===== config.mk =====
export PLATFORM = sky130hd
export DESIGN_NAME = lbs_ctrl
export DESIGN_NICKNAME = d
export VERILOG_FILES = /design/src/rtl/lbs_pkg.sv /design/src/rtl/lbs_ctrl.sv
export SDC_FILE = /design/constraint.sdc
export NUM_CORES = 1
export LEC_CHECK = 0
export BUFFER_PORTS_ARGS = -buffer_cell sky130_fd_sc_hd__buf_2
export CAP_MARGIN = 20
export CORE_ASPECT_RATIO = 1.2
export CORE_MARGIN = 2
export CORE_UTILIZATION = 50
export DETAILED_ROUTE_END_ITERATION = 12
export PLACE_DENSITY_LB_ADDON = 0.3
export SLEW_MARGIN = 20
export SYNTH_ARGS = -nofsm -noshare
export SYNTH_HDL_FRONTEND = slang
export SYNTH_SLANG_ARGS = --single-unit

===== constraint.sdc =====
create_clock -name clk_i -period 1.8 [get_ports clk_i]
set_input_delay 0.18 -clock clk_i [delete_from_list [all_inputs] [get_ports clk_i]]
set_output_delay 0.18 -clock clk_i [all_outputs]
set_load 0.1 [all_outputs]

===== src/rtl/lbs_pkg.sv =====
package lbs_pkg;

  localparam int unsigned Joints     = 64;
  localparam int unsigned Vertices   = 4096;
  localparam int unsigned JointW     = 6;
  localparam int unsigned VertexW    = 12;
  localparam int unsigned JmemDepth  = Joints * 4;
  localparam int unsigned JmemAw     = $clog2(JmemDepth);
  localparam int unsigned VmemAw     = $clog2(Vertices);
  localparam int unsigned ClearCount = Vertices;

  typedef enum logic [1:0] {
    OpLoadJoint = 2'd0,
    OpLoadLocal = 2'd1,
    OpAccum     = 2'd2,
    OpEmit      = 2'd3
  } opcode_e;

  typedef struct packed {
    logic [1:0]         opcode;
    logic [JointW-1:0]  joint;
    logic [1:0]         row;
    logic [VertexW-1:0] vertex;
    logic [16:0]        weight;
    logic signed [31:0] c0;
    logic signed [31:0] c1;
    logic signed [31:0] c2;
    logic signed [31:0] c3;
  } in_word_t;

  typedef struct packed {
    logic [VertexW-1:0] out_vertex;
    logic signed [31:0] out_x;
    logic signed [31:0] out_y;
    logic signed [31:0] out_z;
    logic signed [31:0] out_w;
  } out_word_t;

  // controller to datapath
  typedef struct packed {
    logic       capture;   // latch input word
    logic       wr_joint;  // write joint row
    logic       wr_local;  // write local row
    logic       clr_wr;    // clear accumulator at clr_addr
    logic [VmemAw-1:0] clr_addr;
    logic       rd;        // read joint row; on row 0 also read acc
    logic [1:0] idx;       // row index for the sweep
    logic       mac;       // product row ready, start dot
    logic       sum;       // register the rounded row dot
    logic       fin;       // row dot done, apply to result
    logic       acc_wr;    // write accumulator back
    logic       emit;      // present result
  } lbs_cmd_t;

  typedef struct packed {
    logic [1:0] opcode;
    logic       in_range;
  } lbs_sts_t;

  function automatic logic signed [31:0] sat32(input logic signed [65:0] v);
    if (v > 66'sd2147483647) return 32'sh7fffffff;
    if (v < -66'sd2147483648) return 32'sh80000000;
    return v[31:0];
  endfunction

endpackage


===== src/rtl/lbs_ctrl.sv =====
module lbs_ctrl (
  input  logic               clk_i,
  input  logic               rst_ni,
  input  logic               start_i,
  input  lbs_pkg::lbs_sts_t  sts_i,
  output logic               busy_o,
  output lbs_pkg::lbs_cmd_t  cmd_o
);

  typedef enum logic [2:0] {
    StClear, StIdle, StDecode, StRead, StMul, StSum, StScale, StWrite
  } state_e;

  state_e state_q;
  logic [lbs_pkg::VmemAw:0] clr_q;
  logic [1:0] idx_q;
  logic [1:0] op_q;

  assign busy_o = (state_q != StIdle);

  always_comb begin
    cmd_o = '0;
    cmd_o.capture  = (state_q == StIdle) && start_i;
    cmd_o.clr_wr   = (state_q == StClear);
    cmd_o.clr_addr = clr_q[lbs_pkg::VmemAw-1:0];
    cmd_o.idx      = idx_q;
    cmd_o.wr_joint = (state_q == StDecode) && (sts_i.opcode == lbs_pkg::OpLoadJoint) &&
                     sts_i.in_range;
    cmd_o.wr_local = (state_q == StDecode) && (sts_i.opcode == lbs_pkg::OpLoadLocal);
    cmd_o.rd       = (state_q == StRead);
    cmd_o.mac      = (state_q == StMul);
    cmd_o.sum      = (state_q == StSum);
    cmd_o.fin      = (state_q == StScale);
    cmd_o.acc_wr   = (state_q == StWrite) && (op_q == lbs_pkg::OpAccum);
    cmd_o.emit     = (state_q == StWrite) && (op_q == lbs_pkg::OpEmit);
  end

  always_ff @(posedge clk_i or negedge rst_ni) begin
    if (!rst_ni) begin
      state_q <= StClear;
      clr_q   <= '0;
      idx_q   <= '0;
      op_q    <= '0;
    end else begin
      case (state_q)
        StClear: begin
          clr_q <= clr_q + 1'b1;
          if (clr_q == (lbs_pkg::VmemAw+1)'(lbs_pkg::ClearCount - 1)) state_q <= StIdle;
        end
        StIdle: begin
          if (start_i) state_q <= StDecode;
        end
        StDecode: begin
          op_q  <= sts_i.opcode;
          idx_q <= '0;
          if ((sts_i.opcode == lbs_pkg::OpAccum && sts_i.in_range) ||
              sts_i.opcode == lbs_pkg::OpEmit) begin
            state_q <= StRead;
          end else begin
            state_q <= StIdle;
          end
        end
        StRead:  state_q <= StMul;
        StMul:   state_q <= StSum;
        StSum:   state_q <= StScale;
        StScale: begin
          idx_q <= idx_q + 1'b1;
          state_q <= (idx_q == 2'd3) ? StWrite : StRead;
        end
        StWrite: state_q <= StIdle;
        default: state_q <= StIdle;
      endcase
    end
  end

  // op_q is only sampled after decode; decode reads opcode from status
  assert property (@(posedge clk_i) disable iff (!rst_ni)
    (state_q == StIdle && start_i) |=> state_q == StDecode)
    else $error("start not taken");
  assert property (@(posedge clk_i) disable iff (!rst_ni)
    cmd_o.emit |-> $past(state_q) == StScale)
    else $error("emit out of sequence");
  assert property (@(posedge clk_i) disable iff (!rst_ni)
    !(cmd_o.acc_wr && cmd_o.emit))
    else $error("write and emit together");

endmodule


==> results list <==
* Wire length of the first global-routing pass: about 3.7 mm
- Detailed-placement wirelength estimate: ~1.6 mm
- Die footprint: 0.00260 sq mm
- Setup Viol. Count Final: 0
* Max-cap violations: 0
- Detailed routing inserted a total of roughly 870 vias.
* Die span in x: 46.9 um
- The number of antenna violations at the first check in global routing came to 0.
- Along the worst hold path, the cell count comes to 3.
- Setup repair after global routing could not meet its margin everywhere.
- Count of buffers inserted at the top-level ports: 30
- Worst reg2reg endpoint: state_q[0]
- Initial core utilization: a little over half
- In the final routed layout, each cell accounts on average for around 13 um.
- Worst min-delay path endpoint: state_q[0]
* Final Critical Period: 1.76 ns
- TritonCTS built the clock tree.
* Top cell family by delay on the critical path: simple AND/OR/NAND/NOR gates
- In this run the remaining antenna-violating nets after routing total 0.
- Vias in the first global route: 812
- Excluding fillers, the count of instances in the completed layout stands at about 170.
- Worst Min Path Start: start_i
- The congestion estimate from routability-driven global placement came to ~0.79.
- Core area: roughly 0.0021 sq mm
- Clock latency on the worst-skew pair, taken at its later pin, is ~0.3 ns.
- The filler cells instantiated in the layout total approximately 150.
* Synthesis Warnings: 0
- Post-synth net total: 119
- Residual DRC: 0
* Nature of the critical path endpoint: output port
* Slowest stage delay, CP: about 0.45 ns
- The tree built by TritonCTS fans out to 20 sinks.
* Worst setup SP type: flip-flop
- Maximum buffer depth of the clock tree: 2
- Signed area change from the synthesized netlist to the final layout: 32.9%
- PnR worst setup slack: ~0.040 ns
- Wires add up to 2.22 mm.
- For the pin with the worst max-slew slack, the measured transition is slightly below 0.5 ns.
* Number of different library cells in the post-synthesis netlist: 31
* Final hold viol count: 0
- Synthesis handed over a netlist of 111 instances.
- Worst path required time: roughly 1.6 ns
* Diode insertion count for antenna repair: 0
- Clock-pin slew was measured on the worst setup and hold paths at 0.11 ns.
- After floorplanning, the core was divided into 18 placement rows.
* # placed instances: between 150 and 200
* Cts bufs inserted: 3
* Hold Path Class: in2reg
- Portion of the clock cycle consumed by the worst path in the final layout: a little over nine tenths
- Pin placement for this block handled 31 I/O pins.
- In the final design database the tool counted approximately 140 nets.
* Maximum clock skew at final layout: 0.00209 ns
- In the final layout, the share of cells above drive strength 1 is ~43%.
- The slowest stage of the critical path is the dfrtp_1 cell.
* Achievable clock frequency: between 500 and 600 MHz
- Fin util: between 70% and 80%
- The critical path is of the reg2out type.
* Max-slew violation count: 0
- Reg-to-reg startpoint: clr_q[0]
- Worst reg2reg path depth: 4
- Slew headroom: between 60% and 70%
- In this run the number of H-tree levels came out at 1.
- The total overflow left after global routing is 0.
- Of all nets on the critical path, the largest fanout is 7.
- Flop-to-flop setup slack: 0.14 ns
- The detailed router finished its first iteration with 13 violations.
- On the final layout, the worst hold slack is 0.194 ns.
* Most frequent cells in the layout: buf_2, dfrtp_1, nand2_1, buf_12
- Count of buffer and inverter cells on the critical path: 1
* Most common cell after layout, fill and taps aside: buf_2
- Setup slack after placement: approximately 0.17 ns
* Largest net degree at the start of global routing: 21
- Vias per inst: 5.25
- Sequential-to-total area share from yosys stat: a little under half
- Average footprint of a synthesized cell: 9.93 sq um
- Pre-Repair DR Iteration Count: 4
- Library cell used as clock root buffer: clkbuf_4
* Die Y-Extent: between 50 and 60 um
* Global-route total usage across every layer: approximately a fifth
* Combined area of all synthesized cells: approximately 0.0011 sq mm
* Result of the run: finished, final reports clean
- Flops & latches, synth: 20
- At the worst endpoint, the arrival time is 1.58 ns.
* Chain of cells forming the critical path: nand2b_4, nor2_4, nor4bb_4, buf_12
[routing by layer]
layer  vias to the layer above  GRT usage [%]  share of wire [%]
met4                         0           7.54                2.5
li1                        416              -                  -
met2                        30           29.5                 51
met5                         -              0                  0
met1                       414           25.6                 42
met3                         7           3.92                4.7
[state kept, by name, summed over array words and instances, names as in the netlist]
signal / count
idx_q: 2
clr_q: 13
state_q: 3
op_q: 2
[cell families (layout without fill, tap and decap cells)]
kind of cell,after synthesis,in the layout,synth area share [%]
adder cells (fa/ha/maj),2,2,2.27
multiplexers,3,3,3.06
buffers and inverters,22,46,12.5
flip-flops,20,20,45.4
AND/OR/NAND/NOR,45,45,23.3
AO/OA/AOI/OAI,7,7,3.97
XOR/XNOR,12,12,9.53
[per-stage QoR]
stage	cell area, sq um	setup TNS [ns]
final	1470	0
after global routing	1470	-0.0277
after global placement	1390	0
after CTS	1450	0
after floorplan	1170	-0.809
after detailed placement	1390	0
[worst max path at each step]
stage	startpoint	end	slack, ns	cells after the start
2_1_floorplan	state_q[0]	cmd_o[22]	-0.28	4
3_3_place_gp	clr_q[0]	state_q[0]	0.25	4
3_5_place_dp	clr_q[0]	state_q[0]	0.17	4
4_1_cts	state_q[2]	cmd_o[22]	0.02	4
5_1_grt	state_q[0]	cmd_o[22]	-0.03	4
6_report	state_q[0]	cmd_o[22]	0.04	4
[timing repair]
item / in CTS / in global routing
endpoints found under the hold margin: 20 / 0
resized for setup: 3 / 2
buffers inserted: 0 / 2
gates cloned: 0 / 0
endpoints found under the setup margin: 2 / 6
hold buffers: 1 / 0
[final cells by class]
| class | instances | area [sq um] | area share (%) |
|---|---|---|---|
| multi-input cells | 69 | 546 | 37.2 |
| flip-flops and latches | 20 | 503 | 34.3 |
| repair buffers | 36 | 320 | 21.9 |
| well taps | 30 | 37.5 | 2.56 |
| clock buffers | 4 | 36.3 | 2.48 |
| inverters | 6 | 22.5 | 1.54 |
[synthesized netlist by cell type (all sizes together)]
master | instances | area share [%]
dfrtp | 20 | 45
buf | 15 | 10
nand2 | 11 | 3.7
nor2 | 9 | 3.1
inv | 6 | 2.0
xnor2 | 6 | 4.8
xor2 | 6 | 4.8
nand4 | 5 | 3.4
nor3 | 5 | 2.3
mux2 | 3 | 3.1
nor4 | 3 | 2.8
o21ai | 3 | 1.4
a21o | 2 | 1.4
and3 | 2 | 1.1
ha | 2 | 2.3
nand3 | 2 | 0.91
or3 | 2 | 1.1
a21oi | 1 | 0.45
a32oi | 1 | 0.79
clkbuf | 1 | 0.34
nand2b | 1 | 0.57
nand4b | 1 | 0.79
nand4bb | 1 | 1.0
nor4b | 1 | 0.79
nor4bb | 1 | 0.91
or4 | 1 | 0.68
[worst min-delay path, stage by stage]
cell and delay, ns:
buf_2 0.10, or3_1 0.10, a32oi_1 0.09
Power is left out: the tool's default activity adds up to more than one toggle a clock period on the data nets, which glitch-free logic cannot reach.
